## src/rtl/rcvp_pkg.sv

```systemverilog
// ----------------------------------------------------------------------------
// rcvp_pkg
// shared types, constants and tables of the cube vertex projector
// ----------------------------------------------------------------------------
package rcvp_pkg;

   localparam int ANGLE_W  = 6;
   localparam int TABLE_STEPS = 64;
   localparam int QUARTER  = TABLE_STEPS / 4;
   localparam int SINE_W   = 10;
   localparam int TRIG_W   = 8;
   localparam int ROT_W    = 9;
   localparam int DIST_W   = 10;
   localparam int DEPTH_W  = 12;
   localparam int NUM_W    = 16;
   localparam int SUM_W    = NUM_W + 1;
   localparam int SCR_W    = 10;
   localparam int IDX_W    = 3;
   localparam int DIV_CNT_W = $clog2(NUM_W);

   localparam logic [DIST_W-1:0] CAM_RESET = DIST_W'(300);
   localparam logic [IDX_W-1:0]  LAST_IDX  = IDX_W'(7);

   localparam logic signed [NUM_W-1:0] X_SCALE  = NUM_W'(80);
   localparam logic signed [NUM_W-1:0] Y_NUMER  = NUM_W'(64 * 70);
   localparam logic signed [SUM_W-1:0] X_CENTER = SUM_W'(80);
   localparam logic signed [SUM_W-1:0] Y_CENTER = SUM_W'(72);
   localparam logic signed [SUM_W-1:0] SCR_MAX  = SUM_W'(511);
   localparam logic signed [SUM_W-1:0] SCR_MIN  = -SUM_W'(512);

   localparam logic signed [SINE_W-1:0] SINE_LUT [TABLE_STEPS] = '{
      10'sd0,    10'sd25,   10'sd50,   10'sd74,   10'sd98,   10'sd120,  10'sd142,  10'sd162,
      10'sd181,  10'sd197,  10'sd212,  10'sd225,  10'sd236,  10'sd244,  10'sd250,  10'sd254,
      10'sd256,  10'sd254,  10'sd250,  10'sd244,  10'sd236,  10'sd225,  10'sd212,  10'sd197,
      10'sd181,  10'sd162,  10'sd142,  10'sd120,  10'sd98,   10'sd74,   10'sd50,   10'sd25,
      10'sd0,   -10'sd25,  -10'sd50,  -10'sd74,  -10'sd98,  -10'sd120, -10'sd142, -10'sd162,
     -10'sd181, -10'sd197, -10'sd212, -10'sd225, -10'sd236, -10'sd244, -10'sd250, -10'sd254,
     -10'sd256, -10'sd254, -10'sd250, -10'sd244, -10'sd236, -10'sd225, -10'sd212, -10'sd197,
     -10'sd181, -10'sd162, -10'sd142, -10'sd120, -10'sd98,  -10'sd74,  -10'sd50,  -10'sd25
   };

   typedef enum logic [2:0] {
      ST_IDLE,
      ST_START_X,
      ST_WAIT_X,
      ST_START_Y,
      ST_WAIT_Y,
      ST_EMIT
   } state_type;

   typedef struct packed {
      logic advance;
      logic start_div;
      logic sel_y;
      logic latch_x;
      logic load_out;
      logic next_vertex;
   } cmd_type;

   typedef struct packed {
      logic div_done;
      logic last_vertex;
      logic out_free;
   } status_type;

   // quarter-scaled trig value, floor division by 4
   function automatic logic signed [TRIG_W-1:0] trig_at(input logic [ANGLE_W-1:0] angle);
      logic signed [SINE_W-1:0] raw;
      raw = SINE_LUT[angle];
      return TRIG_W'(raw >>> 2);
   endfunction

   function automatic logic signed [SCR_W-1:0] sat_screen(input logic signed [SUM_W-1:0] v);
      logic signed [SUM_W-1:0] c;
      if (v > SCR_MAX) begin
         c = SCR_MAX;
      end else if (v < SCR_MIN) begin
         c = SCR_MIN;
      end else begin
         c = v;
      end
      return c[SCR_W-1:0];
   endfunction

endpackage

```

## src/rtl/rcvp_ctrl.sv

```systemverilog
// ----------------------------------------------------------------------------
// rcvp_ctrl
// frame sequencer: two divisions per corner, then hand the point to the output
// ----------------------------------------------------------------------------
module rcvp_ctrl import rcvp_pkg::*; (
   input  logic       clock,
   input  logic       reset,
   input  logic       req_valid,
   input  logic       req_frame_tick,
   output logic       req_ready,
   input  status_type status,
   output cmd_type    cmd
);

   state_type state_ff, state_in;

   always_ff @(posedge clock) begin
      if (reset) begin
         state_ff <= ST_IDLE;
      end else begin
         state_ff <= state_in;
      end
   end

   always_comb begin
      state_in  = state_ff;
      cmd       = '0;
      req_ready = 1'b0;
      unique case (state_ff)
         ST_IDLE: begin
            req_ready = 1'b1;
            if (req_valid && req_frame_tick) begin
               cmd.advance = 1'b1;
               state_in    = ST_START_X;
            end
         end
         ST_START_X: begin
            cmd.start_div = 1'b1;
            state_in      = ST_WAIT_X;
         end
         ST_WAIT_X: begin
            if (status.div_done) begin
               cmd.latch_x = 1'b1;
               state_in    = ST_START_Y;
            end
         end
         ST_START_Y: begin
            cmd.sel_y     = 1'b1;
            cmd.start_div = 1'b1;
            state_in      = ST_WAIT_Y;
         end
         ST_WAIT_Y: begin
            if (status.div_done) begin
               state_in = ST_EMIT;
            end
         end
         ST_EMIT: begin
            if (status.out_free) begin
               cmd.load_out = 1'b1;
               if (status.last_vertex) begin
                  state_in = ST_IDLE;
               end else begin
                  cmd.next_vertex = 1'b1;
                  state_in        = ST_START_X;
               end
            end
         end
         default: begin
            state_in = ST_IDLE;
         end
      endcase
   end

endmodule

```

## config.mk

```make
export PLATFORM = sky130hd
export DESIGN_NAME = rcvp_ctrl
export DESIGN_NICKNAME = d
export VERILOG_FILES = /design/src/rtl/rcvp_pkg.sv /design/src/rtl/rcvp_ctrl.sv
export SDC_FILE = /design/constraint.sdc
export NUM_CORES = 1
export LEC_CHECK = 0
export ABC_CLOCK_PERIOD_IN_PS = 1900
export BUFFER_PORTS_ARGS = -buffer_cell sky130_fd_sc_hd__buf_2
export CAP_MARGIN = 15
export CELL_PAD_IN_SITES_DETAIL_PLACEMENT = 1
export CELL_PAD_IN_SITES_GLOBAL_PLACEMENT = 2
export CORE_AREA = 3 3 40 42
export DETAILED_ROUTE_END_ITERATION = 10
export DIE_AREA = 0 0 43 45
export PLACE_DENSITY_LB_ADDON = 0.1
export SLEW_MARGIN = 20
export SYNTH_ARGS = -nofsm -noshare
export SYNTH_HDL_FRONTEND = slang
export SYNTH_SLANG_ARGS = --single-unit
export TNS_END_PERCENT = 5
```

## constraint.sdc

```tcl
create_clock -name clock -period 1.9 [get_ports clock]
set_input_delay 0.57 -clock clock [delete_from_list [all_inputs] [get_ports clock]]
set_output_delay 0.57 -clock clock [all_outputs]
set_load 0.03 [all_outputs]
```

==> results.md <==
* Sw Pwr at 0.0717 mW
* Gp weighted congestion at 0.609
* Final hold vios at 0
* Total gr overflow at 0
* WL/cell at 11.3 µm
* Total number of vias at 216
* Cts hold-fix bufs at 0
* Leakage at 0.135 nW
* Max H-tree Level at 1
* Clock Tree Buf Depth at 2
* Core area at 0.00128 mm²
* Sequential area share after synthesis at 32.4%
* Pre-Repair DR Iteration Count at 1
* Initial Util at 14.4%
* Flop pwr share at 32.1%
* Via density at 4.00
* Syn Area/Cell at 8.05 µm²
* Worst Tran Pin Value at 219 ps
* Synth async-reset ratio at 0%
* Crit end category: primary output
* Final core occ at 22.4%
* Max Fclk at 0.569 GHz
* Area leader, netlist: dfxtp_1
* Layout cells sized above 1 at 53.8%
* TritonCTS Buffers at 3
* Routed wire length at 611 µm
* Yosys warnings at 0
* Maxcap violations at 0
* Synth Flop Type: dfxtp_1
* Clock Skew at 3.20 ps
* CP required at 1330 ps
* Post-Synthesis Cell Area at 185 µm²
* Hold Crit Class: reg2reg
* Post-DRT Antenna Nets at 0
* Seq cells post-synth at 3
* Hold_ws at 500 ps
* Slew Viols, Final at 0
* Data arrival time of the worst path at 1190 ps
* Initial antenna violation count at 0
* Input/output buffers at 13
* Clock Power Share at 45.7%
* Crit path kind: reg2out
* CTS Sinks at 3
* Post-CTS Setup Bufs at 0
* RSZ-0062 raised after global routing: false
* Pin count of the biggest net entering global routing at 9
* Chip Height at 45 µm
* Worst skew pair latency at 230 ps
* Distinct cells, synth at 14
* M2 GR Usage at 11.7%
* CTS tree: yes
* Net Sw Frac at 29.7%
* Period utilization at 92.4%
* Number of flip-flops in the largest register at 3
* Power Dens Cells at 837 mW/mm²
* Grt met1 use at 7.69%
* Startpoint class of the critical path: flip-flop
* CTS Root Cell: clkbuf_4
* Largest regs: state_ff: 3 flops
* Clock transition at path regs at 40 ps
* Commonest cells in the netlist: 4 x nor2_1, 3 x dfxtp_1, 3 x nor3_1, 2 x a31oi_1, 2 x nand2_1
* Die width at 43 µm
* # rows at 13
* Top reg by flops: state_ff
* Worst Path Max Fanout at 8
* Vias in the first global route at 255
* First-pass GRT wire length at 1080 µm
* Post-synth EDFFs at 0
* Post-Layout Cell Count at 54
* Diode count at 0
* Die area at 0.00194 mm²
* Met3 usage at 3.98%
* NumNets Final at 47
* P_int at 0.169 mW
* Final Power at 0.241 mW
* Gate power share at 22.1%
* Syn_nets at 30
* Placed Cells at 50
* Top cell type's share of synthesized area at 32.4%
* Worst VDD drop at 0.138 mV
* Layout area overhead at 55.4%
* Final worst path period need at 1760 ps
* GRT busiest layer: met2
* # setup viols final at 0
* DRC at 0
* Rel. slew slack at 85.3%
* Iteration-0 DRC Markers at 0
* Tot GR Track Use at 7.99%
* Outcome: completed
* Io pins at 14
* Final setup TNS at 0 ps
* Synth area leaders: dfxtp_1 32%, nor3_1 8.1%, nor2_1 8.1%, a31oi_1 6.8%, and3_4 6.1%
* Cells after Synth at 23
* Most common cell in the netlist: nor2_1
-- routing by layer --
metal | wire length [µm] | part of all wire, %
met2 | 274 | 45
met5 | 0 | 0
met4 | 16 | 2.6
met3 | 66 | 11
met1 | 254 | 42
-- stage by stage --
stage	instance area, µm²	setup slack, ps
final	288	144
after floorplan	185	13.3
after global routing	288	66.6
after detailed placement	258	191
after CTS	284	64.5
after global placement	258	199
-- path summary, 6_finish.rpt --
| kind | from | end | slack [ps] | depth (start not counted) |
|---|---|---|---|---|
| setup / recovery | state_ff[0] | cmd[5] | 140 | 3 |
| hold reg to reg | state_ff[2] | state_ff[1] | 500 | 1 |
| hold / removal | state_ff[2] | state_ff[1] | 500 | 1 |
| setup reg to reg | state_ff[0] | state_ff[0] | 850 | 3 |
-- area by class of cell --
cell class | count | area (µm²)
clock buffers | 4 | 26.3
well taps | 15 | 18.8
fillers | 171 | 997
flip-flops and latches | 3 | 63.8
inverters | 1 | 3.75
multi-input cells | 18 | 110
repair buffers | 13 | 65.1
-- power groups by stage --
| stage | Sequential [mW] | Clock, mW | Combinational (mW) |
|---|---|---|---|
| final | 0.0774 | 0.110 | 0.0534 |
| after global routing | 0.0785 | 0.129 | 0.0584 |
| after CTS | 0.0768 | 0.115 | 0.0542 |
| after global placement | 0.0773 | 0 | 0.0537 |
| after detailed placement | 0.0776 | 0 | 0.0541 |
| after floorplan | 0.0723 | 0 | 0.0424 |
-- cells by family (layout without fill, tap and decap cells) --
group                  count (synthesis)  in the layout  share of synthesized area [%]
flip-flops                             3              3                           32.4
buffers and inverters                  2             18                           8.11
AO/OA/AOI/OAI                          3              3                           11.5
AND/OR/NAND/NOR                       14             14                           43.2
XOR/XNOR                               1              1                           4.73
-- placed cells by master (no fill, tap or decap), drive strengths merged --
| master | count |
|---|---|
| a31oi | 2 |
| and3 | 1 |
| and3b | 1 |
| buf | 13 |
| clkbuf | 4 |
| dfxtp | 3 |
| inv | 1 |
| nand2 | 2 |
| nand2b | 1 |
| nor2 | 4 |
| nor2b | 1 |
| nor3 | 4 |
| o31a | 1 |
| xnor2 | 1 |
-- what timing repair did --
item,in CTS,in global routing
setup endpoints to repair,0,2
resized for setup,0,3
endpoints found under the hold margin,0,0
-- worst max-delay path, cell delays in order (launching register included) --
cell and delay [ps]:
dfxtp_2 360, nor3_2 200, and3_4 210, buf_2 190
No activity file was read; power rests on OpenSTA's default activity.
