--- src/rtl/rcvp_pkg.sv ---
// ----------------------------------------------------------------------------
// rcvp_pkg
// shared types, constants and tables of the cube vertex projector
// ----------------------------------------------------------------------------
package rcvp_pkg;

   localparam int ANGLE_W  = 6;
   localparam int TABLE_STEPS = 64;
   localparam int QUARTER  = TABLE_STEPS / 4;
   localparam int SINE_W   = 10;
   localparam int TRIG_W   = 8;
   localparam int ROT_W    = 9;
   localparam int DIST_W   = 10;
   localparam int DEPTH_W  = 12;
   localparam int NUM_W    = 16;
   localparam int SUM_W    = NUM_W + 1;
   localparam int SCR_W    = 10;
   localparam int IDX_W    = 3;
   localparam int DIV_CNT_W = $clog2(NUM_W);

   localparam logic [DIST_W-1:0] CAM_RESET = DIST_W'(300);
   localparam logic [IDX_W-1:0]  LAST_IDX  = IDX_W'(7);

   localparam logic signed [NUM_W-1:0] X_SCALE  = NUM_W'(80);
   localparam logic signed [NUM_W-1:0] Y_NUMER  = NUM_W'(64 * 70);
   localparam logic signed [SUM_W-1:0] X_CENTER = SUM_W'(80);
   localparam logic signed [SUM_W-1:0] Y_CENTER = SUM_W'(72);
   localparam logic signed [SUM_W-1:0] SCR_MAX  = SUM_W'(511);
   localparam logic signed [SUM_W-1:0] SCR_MIN  = -SUM_W'(512);

   localparam logic signed [SINE_W-1:0] SINE_LUT [TABLE_STEPS] = '{
      10'sd0,    10'sd25,   10'sd50,   10'sd74,   10'sd98,   10'sd120,  10'sd142,  10'sd162,
      10'sd181,  10'sd197,  10'sd212,  10'sd225,  10'sd236,  10'sd244,  10'sd250,  10'sd254,
      10'sd256,  10'sd254,  10'sd250,  10'sd244,  10'sd236,  10'sd225,  10'sd212,  10'sd197,
      10'sd181,  10'sd162,  10'sd142,  10'sd120,  10'sd98,   10'sd74,   10'sd50,   10'sd25,
      10'sd0,   -10'sd25,  -10'sd50,  -10'sd74,  -10'sd98,  -10'sd120, -10'sd142, -10'sd162,
     -10'sd181, -10'sd197, -10'sd212, -10'sd225, -10'sd236, -10'sd244, -10'sd250, -10'sd254,
     -10'sd256, -10'sd254, -10'sd250, -10'sd244, -10'sd236, -10'sd225, -10'sd212, -10'sd197,
     -10'sd181, -10'sd162, -10'sd142, -10'sd120, -10'sd98,  -10'sd74,  -10'sd50,  -10'sd25
   };

   typedef enum logic [2:0] {
      ST_IDLE,
      ST_START_X,
      ST_WAIT_X,
      ST_START_Y,
      ST_WAIT_Y,
      ST_EMIT
   } state_type;

   typedef struct packed {
      logic advance;
      logic start_div;
      logic sel_y;
      logic latch_x;
      logic load_out;
      logic next_vertex;
   } cmd_type;

   typedef struct packed {
      logic div_done;
      logic last_vertex;
      logic out_free;
   } status_type;

   // quarter-scaled trig value, floor division by 4
   function automatic logic signed [TRIG_W-1:0] trig_at(input logic [ANGLE_W-1:0] angle);
      logic signed [SINE_W-1:0] raw;
      raw = SINE_LUT[angle];
      return TRIG_W'(raw >>> 2);
   endfunction

   function automatic logic signed [SCR_W-1:0] sat_screen(input logic signed [SUM_W-1:0] v);
      logic signed [SUM_W-1:0] c;
      if (v > SCR_MAX) begin
         c = SCR_MAX;
      end else if (v < SCR_MIN) begin
         c = SCR_MIN;
      end else begin
         c = v;
      end
      return c[SCR_W-1:0];
   endfunction

endpackage

--- src/rtl/rcvp_div.sv ---
// ----------------------------------------------------------------------------
// rcvp_div
// signed restoring divider, one quotient bit per cycle, truncates toward zero
// ----------------------------------------------------------------------------
module rcvp_div import rcvp_pkg::*; (
   input  logic                      clock,
   input  logic                      reset,
   input  logic                      start,
   input  logic signed [NUM_W-1:0]   numer,
   input  logic signed [DEPTH_W-1:0] denom,
   output logic                      done,
   output logic signed [NUM_W-1:0]   quo
);

   logic                 busy_ff, busy_in;
   logic                 done_ff, done_in;
   logic [DIV_CNT_W-1:0] cnt_ff, cnt_in;
   logic [NUM_W-1:0]     shift_ff, shift_in;
   logic [DEPTH_W-1:0]   rem_ff, rem_in;
   logic [DEPTH_W-1:0]   den_ff, den_in;
   logic                 neg_ff, neg_in;
   logic                 zero_ff, zero_in;

   logic [NUM_W-1:0]     numer_mag;
   logic [DEPTH_W-1:0]   denom_mag;
   logic [DEPTH_W:0]     trial;
   logic                 fits;

   assign numer_mag = numer[NUM_W-1] ? NUM_W'(-numer) : NUM_W'(numer);
   assign denom_mag = denom[DEPTH_W-1] ? DEPTH_W'(-denom) : DEPTH_W'(denom);
   assign trial     = {rem_ff, shift_ff[NUM_W-1]};
   assign fits      = trial >= {1'b0, den_ff};

   always_comb begin
      busy_in  = busy_ff;
      done_in  = 1'b0;
      cnt_in   = cnt_ff;
      shift_in = shift_ff;
      rem_in   = rem_ff;
      den_in   = den_ff;
      neg_in   = neg_ff;
      zero_in  = zero_ff;
      if (start) begin
         busy_in  = 1'b1;
         cnt_in   = '0;
         shift_in = numer_mag;
         rem_in   = '0;
         den_in   = denom_mag;
         neg_in   = numer[NUM_W-1] ^ denom[DEPTH_W-1];
         zero_in  = (denom == '0);
      end else if (busy_ff) begin
         rem_in   = fits ? DEPTH_W'(trial - {1'b0, den_ff}) : trial[DEPTH_W-1:0];
         shift_in = {shift_ff[NUM_W-2:0], fits};
         cnt_in   = cnt_ff + 1'b1;
         if (cnt_ff == DIV_CNT_W'(NUM_W - 1)) begin
            busy_in = 1'b0;
            done_in = 1'b1;
         end
      end
   end

   always_ff @(posedge clock) begin
      if (reset) begin
         busy_ff <= 1'b0;
         done_ff <= 1'b0;
      end else begin
         busy_ff <= busy_in;
         done_ff <= done_in;
      end
   end

   always_ff @(posedge clock) begin
      cnt_ff   <= cnt_in;
      shift_ff <= shift_in;
      rem_ff   <= rem_in;
      den_ff   <= den_in;
      neg_ff   <= neg_in;
      zero_ff  <= zero_in;
   end

   assign done = done_ff;
   assign quo  = zero_ff ? '0 : (neg_ff ? -$signed(shift_ff) : $signed(shift_ff));

endmodule

--- src/rtl/rcvp_datapath.sv ---
// ----------------------------------------------------------------------------
// rcvp_datapath
// angle and trig registers, corner rotation, shared divider, output register
// ----------------------------------------------------------------------------
module rcvp_datapath import rcvp_pkg::*; (
   input  logic                     clock,
   input  logic                     reset,
   input  cmd_type                  cmd,
   output status_type               status,
   input  logic                     csr_valid,
   input  logic [DIST_W-1:0]        csr_camera_distance,
   output logic                     rsp_valid,
   input  logic                     rsp_ready,
   output logic [IDX_W-1:0]         rsp_vertex_index,
   output logic signed [SCR_W-1:0]  rsp_screen_x,
   output logic signed [SCR_W-1:0]  rsp_screen_y,
   output logic                     rsp_last_vertex
);

   logic [ANGLE_W-1:0]        angle_ff, angle_in;
   logic signed [TRIG_W-1:0]  s4_ff, s4_in;
   logic signed [TRIG_W-1:0]  c4_ff, c4_in;
   logic [DIST_W-1:0]         cam_dist_ff, cam_dist_in;
   logic [IDX_W-1:0]          vtx_ff, vtx_in;
   logic signed [SCR_W-1:0]   px_ff, px_in;
   logic                      out_valid_ff, out_valid_in;
   logic [IDX_W-1:0]          out_idx_ff, out_idx_in;
   logic signed [SCR_W-1:0]   out_x_ff, out_x_in;
   logic signed [SCR_W-1:0]   out_y_ff, out_y_in;
   logic                      out_last_ff, out_last_in;

   logic [ANGLE_W-1:0]        angle_next;
   logic                      xneg, yneg, zneg;
   logic signed [ROT_W-1:0]   s9, c9, rx, rz;
   logic signed [DEPTH_W-1:0] depth;
   logic signed [NUM_W-1:0]   numer_x, numer_y, numer;
   logic                      div_done;
   logic signed [NUM_W-1:0]   quo;
   logic                      out_free;

   // corner signs follow the corner number
   assign xneg = vtx_ff[0] ^ vtx_ff[1];
   assign yneg = vtx_ff[1];
   assign zneg = vtx_ff[2];

   assign s9 = ROT_W'(s4_ff);
   assign c9 = ROT_W'(c4_ff);
   assign rx = (xneg ? -c9 : c9) - (zneg ? -s9 : s9);
   assign rz = (xneg ? -s9 : s9) + (zneg ? -c9 : c9);
   assign depth = DEPTH_W'(rz) + $signed(DEPTH_W'(cam_dist_ff));

   assign numer_x = NUM_W'(rx) * X_SCALE;
   assign numer_y = yneg ? -Y_NUMER : Y_NUMER;
   assign numer   = cmd.sel_y ? numer_y : numer_x;

   rcvp_div u_div (
      .clock (clock),
      .reset (reset),
      .start (cmd.start_div),
      .numer (numer),
      .denom (depth),
      .done  (div_done),
      .quo   (quo)
   );

   assign angle_next = angle_ff + 1'b1;
   assign out_free   = !out_valid_ff || rsp_ready;

   always_comb begin
      angle_in     = angle_ff;
      s4_in        = s4_ff;
      c4_in        = c4_ff;
      cam_dist_in  = cam_dist_ff;
      vtx_in       = vtx_ff;
      px_in        = px_ff;
      out_valid_in = out_valid_ff && !rsp_ready;
      out_idx_in   = out_idx_ff;
      out_x_in     = out_x_ff;
      out_y_in     = out_y_ff;
      out_last_in  = out_last_ff;
      if (csr_valid) begin
         cam_dist_in = csr_camera_distance;
      end
      if (cmd.advance) begin
         angle_in = angle_next;
         s4_in    = trig_at(angle_next);
         c4_in    = trig_at(angle_next + ANGLE_W'(QUARTER));
         vtx_in   = '0;
      end
      if (cmd.latch_x) begin
         px_in = sat_screen(SUM_W'(quo) + X_CENTER);
      end
      if (cmd.load_out) begin
         out_valid_in = 1'b1;
         out_idx_in   = vtx_ff;
         out_x_in     = px_ff;
         out_y_in     = sat_screen(Y_CENTER - SUM_W'(quo));
         out_last_in  = (vtx_ff == LAST_IDX);
      end
      if (cmd.next_vertex) begin
         vtx_in = vtx_ff + 1'b1;
      end
   end

   always_ff @(posedge clock) begin
      if (reset) begin
         angle_ff     <= '0;
         cam_dist_ff  <= CAM_RESET;
         vtx_ff       <= '0;
         out_valid_ff <= 1'b0;
      end else begin
         angle_ff     <= angle_in;
         cam_dist_ff  <= cam_dist_in;
         vtx_ff       <= vtx_in;
         out_valid_ff <= out_valid_in;
      end
   end

   always_ff @(posedge clock) begin
      s4_ff       <= s4_in;
      c4_ff       <= c4_in;
      px_ff       <= px_in;
      out_idx_ff  <= out_idx_in;
      out_x_ff    <= out_x_in;
      out_y_ff    <= out_y_in;
      out_last_ff <= out_last_in;
   end

   assign status.div_done    = div_done;
   assign status.last_vertex = (vtx_ff == LAST_IDX);
   assign status.out_free    = out_free;

   assign rsp_valid        = out_valid_ff;
   assign rsp_vertex_index = out_idx_ff;
   assign rsp_screen_x     = out_x_ff;
   assign rsp_screen_y     = out_y_ff;
   assign rsp_last_vertex  = out_last_ff;

endmodule

--- config.mk ---
export PLATFORM = sky130hd
export DESIGN_NAME = rcvp_datapath
export DESIGN_NICKNAME = d
export VERILOG_FILES = /design/src/rtl/rcvp_pkg.sv /design/src/rtl/rcvp_div.sv /design/src/rtl/rcvp_datapath.sv
export SDC_FILE = /design/constraint.sdc
export NUM_CORES = 1
export LEC_CHECK = 0
export BUFFER_PORTS_ARGS = -buffer_cell sky130_fd_sc_hd__buf_4
export CELL_PAD_IN_SITES_DETAIL_PLACEMENT = 1
export CELL_PAD_IN_SITES_GLOBAL_PLACEMENT = 2
export CORE_ASPECT_RATIO = 1.5
export CORE_UTILIZATION = 28
export DETAILED_ROUTE_END_ITERATION = 12
export GPL_TIMING_DRIVEN = 0
export HOLD_SLACK_MARGIN = 0.05
export PLACE_DENSITY_LB_ADDON = 0.1
export SLEW_MARGIN = 20
export SYNTH_ARGS = -nofsm -noshare
export SYNTH_HDL_FRONTEND = slang
export SYNTH_SLANG_ARGS = --single-unit
--- constraint.sdc ---
create_clock -name clock -period 5.72 [get_ports clock]
set_clock_uncertainty 0.1 [all_clocks]
set_input_delay 0.572 -clock clock [delete_from_list [all_inputs] [get_ports clock]]
set_output_delay 0.572 -clock clock [all_outputs]
set_load 0.01 [all_outputs]
==> results of run 1 <==
==> cells by family after synthesis <==
| family | after synthesis | share of synthesized area [%] |
|---|---|---|
| buffers and inverters | 111 | 4.50 |
| muxes | 29 | 3.12 |
| and+or+nand+nor | 389 | 19.8 |
| AOI/OAI and AO/OA | 280 | 19.7 |
| DFF | 118 | 32.6 |
| adders and majority gates | 77 | 10.3 |
| xor gates and xnor gates | 111 | 10.0 |
==> cells in the final DEF, fill, tap and decap left out, types with 5 or more instances in the layout <==
master,count
fa_1,5
o21bai_1,5
edfxtp_1,80
a211oi_1,21
o2111ai_1,5
nor3b_1,10
and2_1,5
clkbuf_16,17
xor2_1,37
or3_1,16
o41ai_1,5
clkbuf_1,37
o31a_1,5
nand2_1,88
inv_1,58
o21a_1,9
dfxtp_1,38
o21ai_0,39
mux2i_1,22
clkinv_2,5
o21ai_1,11
ha_1,71
nor2b_1,21
nand2b_1,15
xnor2_1,70
nor2_1,120
buf_1,6
nand3_1,24
or2_2,6
o211ai_1,15
a31oi_1,19
mux2_2,6
nand4_1,10
o31ai_1,10
a21oi_1,78
buf_4,49
a21o_1,8
nor3_1,38
==> per-stage QoR <==
step / TNS, ns / util [%] / hold slack (ns) / cells / setup WS [ns]
2_1_floorplan: 0 / - / 0.300 / 1115 / 0.481
3_3_place_gp: -6.99 / 31.0 / 0.301 / 1587 / -0.692
3_5_place_dp: -6.49 / 31.0 / 0.306 / 1587 / -0.689
4_1_cts: 0 / 32.9 / 0.216 / 1619 / 0.0397
5_1_grt: 0 / 33.1 / 0.225 / 1618 / 0.000468
6_report: 0 / 33.1 / 0.238 / 1618 / 0.321
==> repair_timing <==
item	CTS	global route
endpoints found under the setup margin	22	21
pin swaps	0	3
setup buffers	0	0
gates resized for setup	11	17
hold buffers	0	0
==> layout make-up <==
cell class,count,area (um2)
fillers,4013,22900
multi-input cells,886,6240
flip-flops and latches,118,3160
well taps,425,532
clock buffers,19,433
repair buffers,47,353
inverters,60,225
plain buffers,50,210
clock inverters,13,156
==> per-layer routing <==
metal	wire, um	GRT usage, %	vias to the layer above
met5	12	0	-
met3	501	2.22	61
met1	11200	16.7	4025
li1	-	-	4183
met2	17700	37.8	100
met4	1040	8.44	2
==> worst max-delay path: cells and delay by family, from the launching register on <==
| kind | cells | cell delay [ns] |
|---|---|---|
| flip-flops | 1 | 0.45 |
| multiplexers | 1 | 0.26 |
| AO/OA/AOI/OAI | 5 | 1.09 |
| XOR/XNOR | 3 | 0.42 |
| AND/OR/NAND/NOR | 7 | 1.89 |
| buffers and inverters | 1 | 0.14 |
| adder cells (fa/ha/maj) | 3 | 0.80 |
==> path summary, 6_finish.rpt <==
path / startpoint / end / slack [ns] / depth (start not counted)
min: csr_camera_distance[8] / cam_dist_ff[8] / 0.24 / 2
max reg2reg: c4_ff[0] / u_div.shift_ff[13] / 0.32 / 20
min reg2reg: px_ff[4] / rsp_screen_x[4] / 0.32 / 0
max: c4_ff[0] / u_div.shift_ff[13] / 0.32 / 20
==> where the power goes <==
| group | internal, uW | total (uW) | switching, uW | leakage [uW] |
|---|---|---|---|---|
| combinational | 1390 | 3360 | 1970 | 0.00290 |
| sequential | 1230 | 1360 | 122 | 0.00109 |
| clock | 681 | 1090 | 408 | 0.000287 |
| total | 3310 | 5800 | 2500 | 0.00428 |
==> state kept, by name, indices dropped and copies added, names as in the netlist <==
signal            flops
vtx_ff                3
u_div.rem_ff         12
s4_ff                 8
u_div.zero_ff         1
rsp_vertex_index      3
rsp_screen_y         10
rsp_screen_x         10
rsp_valid             1
u_div.shift_ff       16
u_div.neg_ff          1
u_div.den_ff         12
u_div.done            1
u_div.busy_ff         1
rsp_last_vertex       1
cam_dist_ff          10
u_div.cnt_ff          4
c4_ff                 8
angle_ff              6
px_ff                10
==> impl_metrics.json, run 1 <==
{
  "clockBufferDepth": 2,
  "place_hpwl_mm": 24.9,
  "die_h_um": 230,
  "synth_area_leaders": "edfxtp_1 (25%), ha_1 (9.3%), dfxtp_1 (7.8%), xnor2_1 (6.5%), nor2_1 (4.7%)",
  "maxCapViolCount": 0,
  "status": "finished clean",
  "finalHoldViolCount": 0,
  "critPathKind": "reg -> reg",
  "ant_nets": 0,
  "gp_congestion": 0.806,
  "synth.largest_area_cell": "edfxtp_1",
  "vias": 8371,
  "hp-class": "in -> reg",
  "wl_per_cell_um": 18.8,
  "firstDrtPassIters": 4,
  "cts-root-buf": "clkbuf_16",
  "fp.dieW_um": 154,
  "tightest_slew_ns": 0.912,
  "core_area_um2": 34200,
  "row_count": 83,
  "finish.instance_area_um2": 11300,
  "place_area_um2": 10600,
  "p_leak_uw": 0.00428,
  "slew_headroom_pct": 39.2,
  "drive_gt1_share_pct": 11.8,
  "ys_types": 88,
  "area_delta_synth_final_pct": 16.5,
  "syn-instance-count": 1115,
  "clkTransAtPathRegs_ns": 0.06,
  "grt_usage_pct": 18.1,
  "period_share_pct": 94.4,
  "viasPerCell": 5.17,
  "maxSlewViolCount": 0,
  "syn-num-nets": 1212,
  "cp_cell_sequence": "inv_1 -> ha_1 -> or3b_2 -> or3_1 -> nand2_1 -> xnor2_1 -> ha_2 -> nor3_1 -> and4_1 -> nor4_4 -> nor2_2 -> xnor2_1 -> ha_1 -> o21a_1 -> o31a_1 -> o22ai_2 -> o311ai_4 -> a22oi_1 -> xnor2_1 -> mux2_2",
  "start_util_pct": 28.4,
  "io-pin-count": 48,
  "cp.required_ns": 5.80,
  "cp_max_fo": 8,
  "io_buffers": 47,
  "critPathMaxStageDelay_ns": 0.50,
  "synthArstFlopShare_pct": 0,
  "post-route-drc-count": 0,
  "clock_latency_ns": 0.44,
  "ys.flop_type": "edfxtp_1",
  "drt-initial-drc-count": 244,
  "worstPathArrival_ns": 5.48,
  "yosysTopAreaCellShare_pct": 24.7,
  "synth-seq-area-share_pct": 32.6,
  "rsz0062_at_grt": "no",
  "yosysWarnings": 0,
  "cts_tree": "yes",
  "wl_mm": 30.5,
  "endpoint_kind": "flop",
  "grt_max_degree": 26,
  "power_density_nw_per_um2": 513,
  "grt_pass1_vias": 9198,
  "setup_viol": 0,
  "cts_max_level": 4,
  "ir_drop_uv": 181,
  "overflow": 0,
  "synth_area_um2": 9710,
  "synth_area_per_cell_um2": 8.71,
  "grt_pass1_wl_mm": 49.2,
  "synth_edf_count": 80,
  "power.total_uw": 5800,
  "dieArea_um2": 35400,
  "fin_crit_ns": 5.40,
  "nets": 1277,
  "synth_seq_cells": 118,
  "num_antenna_cells": 0,
  "ys_top_cells_by_count": "nor2_1 (121), nand2_1 (88), edfxtp_1 (80)",
  "start_kind": "flop",
  "crit_slowest_cell": "or3b_2",
  "clock_sinks": 118,
  "antenna_found_initial": 1,
  "fmax_mhz": 185,
  "yosysMostFrequentCell": "nor2_1",
  "critPathMostFrequentCell": "xnor2_1",
  "cts_buffers": 17
}
Power figures use the tool's default switching activity.
==> run 2: changes to the inputs <==
- BUFFER_PORTS_ARGS: -buffer_cell sky130_fd_sc_hd__buf_4 -> unset
- DONT_BUFFER_PORTS: unset -> 1
- SETUP_SLACK_MARGIN: unset -> 0.3
==> run 2 against run 1 <==
- first-iteration DRC count down 8.2%
- combinational power is essentially flat
- hold slack worse by 0.11 ns
- register-to-register slack better by 0.20 ns
- non-clock buffer count is 38 lower
- core utilization fell by 0.53 points
- final cell count decreased by 2.3%
- die area is the same
- highest routed layer is now met4
- via count is 0.99% lower
- flip-flop and latch count is the same
- critical path type unchanged
- setup slack better by 0.20 ns
==> impl_metrics.json, run 2 (synthesized netlist as in run 1, its figures left out) <==
{
  "fp.dieW_um": 154,
  "hp-class": "in -> reg",
  "fin_util_pct": 32.6,
  "slew_headroom_pct": 38.7,
  "die_h_um": 230,
  "nets": 1239,
  "cts-root-buf": "clkbuf_16",
  "clock_latency_ns": 0.44,
  "wirelength_met1_mm": 11.0,
  "clkTransAtPathRegs_ns": 0.06,
  "p_leak_uw": 0.00415,
  "worstPathArrival_ns": 5.26,
  "setup_tns_ns": 0,
  "post-route-drc-count": 0,
  "rsz0062_at_grt": "yes",
  "cp.required_ns": 5.78,
  "row_count": 83,
  "place_hpwl_mm": 24.6,
  "stdcell_count": 1580,
  "overflow": 0,
  "wl_met2_mm": 17.6,
  "area_delta_synth_final_pct": 14.7,
  "io-pin-count": 48,
  "cts_buffers": 17,
  "final_common_cell": "nor2_1",
  "largest_reg_flops": 16,
  "num_antenna_cells": 0,
  "ant_nets": 0,
  "place_area_um2": 10200,
  "vias": 8288,
  "tightest_slew_ns": 0.920,
  "finish.instance_area_um2": 11100,
  "power_density_nw_per_um2": 524,
  "firstDrtPassIters": 5,
  "clockBufferDepth": 2,
  "period_share_pct": 90.9,
  "drive_gt1_share_pct": 9.78,
  "fmax_mhz": 192,
  "cts_tree": "yes",
  "maxSlewViolCount": 0,
  "wl_per_cell_um": 19.2,
  "cts_max_level": 4,
  "dr.max_layer_used": "met4",
  "gp_congestion": 0.838,
  "largest_register": "u_div.shift_ff",
  "cts_hold_buf": 0,
  "ir_drop_uv": 158,
  "io_buffers": 0,
  "grt_pass1_vias": 8850,
  "viasPerCell": 5.25,
  "clock_sinks": 118,
  "critPathKind": "reg -> reg",
  "cp_max_fo": 4,
  "start_util_pct": 28.4,
  "final_cell_mix": "nor2_1 (119), nand2_1 (87), edfxtp_1 (80), a21oi_1 (78), ha_1 (70)",
  "endpoint_kind": "flop",
  "antenna_found_initial": 0,
  "setup_viol": 0,
  "finalHoldViolCount": 0,
  "fin_crit_ns": 5.20,
  "grt_max_degree": 26,
  "cp_cell_sequence": "inv_1 -> ha_1 -> or3b_2 -> or3_1 -> nand2_1 -> xnor2_1 -> ha_2 -> nor2_2 -> inv_1 -> a31oi_2 -> xor2_2 -> and2_1 -> ha_1 -> o21a_1 -> o22ai_2 -> o31ai_2 -> mux2_2 -> a22oi_1 -> a21oi_1",
  "dr_wl_met3_um": 718,
  "holdWs_ns": 0.125,
  "fillers": 3985,
  "drt-initial-drc-count": 224,
  "crit_slowest_cell": "or3b_2",
  "grt_usage_pct": 17.9,
  "maxCapViolCount": 0,
  "wl_mm": 30.3,
  "core_area_um2": 34200,
  "dp.cells": 1540,
  "grt_pass1_wl_mm": 48.5,
  "dieArea_um2": 35400,
  "reg_top3": "u_div.shift_ff x16, u_div.den_ff x12, u_div.rem_ff x12",
  "critPathMaxStageDelay_ns": 0.51,
  "status": "finished clean",
  "start_kind": "flop"
}
[run 2: cell types whose count changed in the layout (fill, tap and decap cells not counted), sizes merged]
cell	previous run	this run
bufinv	3	0
inv	60	61
clkinv	8	4
buf	60	21
clkbuf	56	64
clkinvlp	2	1
[run 2: worst paths after layout]
check / startpoint / to / slack, ns / cells after the start
max: c4_ff[0] / u_div.shift_ff[5] / 0.52 / 19
min: reset / cam_dist_ff[3] / 0.12 / 1
max reg2reg: c4_ff[0] / u_div.shift_ff[5] / 0.52 / 19
min reg2reg: px_ff[6] / rsp_screen_x[6] / 0.32 / 0
[run 2: final cells by class]
class | count | area [um2] | share of cell area (%)
Clock buffer | 26 | 586 | 5.26
Sequential cell | 118 | 3160 | 28.4
Multi-Input combinational cell | 886 | 6300 | 56.6
Buffer | 51 | 220 | 1.98
Clock inverter | 6 | 45.0 | 0.405
Inverter | 60 | 225 | 2.02
Timing Repair Buffer | 8 | 60.1 | 0.540
Tap cell | 425 | 532 | 4.78
[run 2: timing repair]
action	in CTS	in global routing
endpoints found under the setup margin	24	23
setup buffers	4	4
resized for setup	20	24
pin swaps	3	4
gates cloned	0	0
[run 2: per-stage QoR]
stage	setup WS, ns	power (uW)
after CTS	0.281	5850
after floorplan	0.481	3810
after global routing	0.273	6330
after global placement	-0.736	4560
final	0.520	5840
after detailed placement	-0.732	4590
[run 2: power breakdown]
part           switching (uW)  total [uW]  internal, uW  leakage [uW]
clock                     415        1120           709      0.000309
sequential                148        1390          1240       0.00109
combinational            1950        3330          1380       0.00274
[run 2: per-layer routing]
metal	up-vias	GRT usage, %
li1	4095	-
met1	4021	16.3
met2	113	37.1
met3	59	2.98
met4	0	8.44
met5	-	0
[run 2: critical path: cells and delay by family (launching register included)]
family          cells  cell delay (ns)
flops               1             0.45
buf+inv             2             0.22
xor+xnor            2             0.31
compound gates      6             1.25
mux                 1             0.38
fa+ha+maj           3             0.84
simple gates        5             1.36
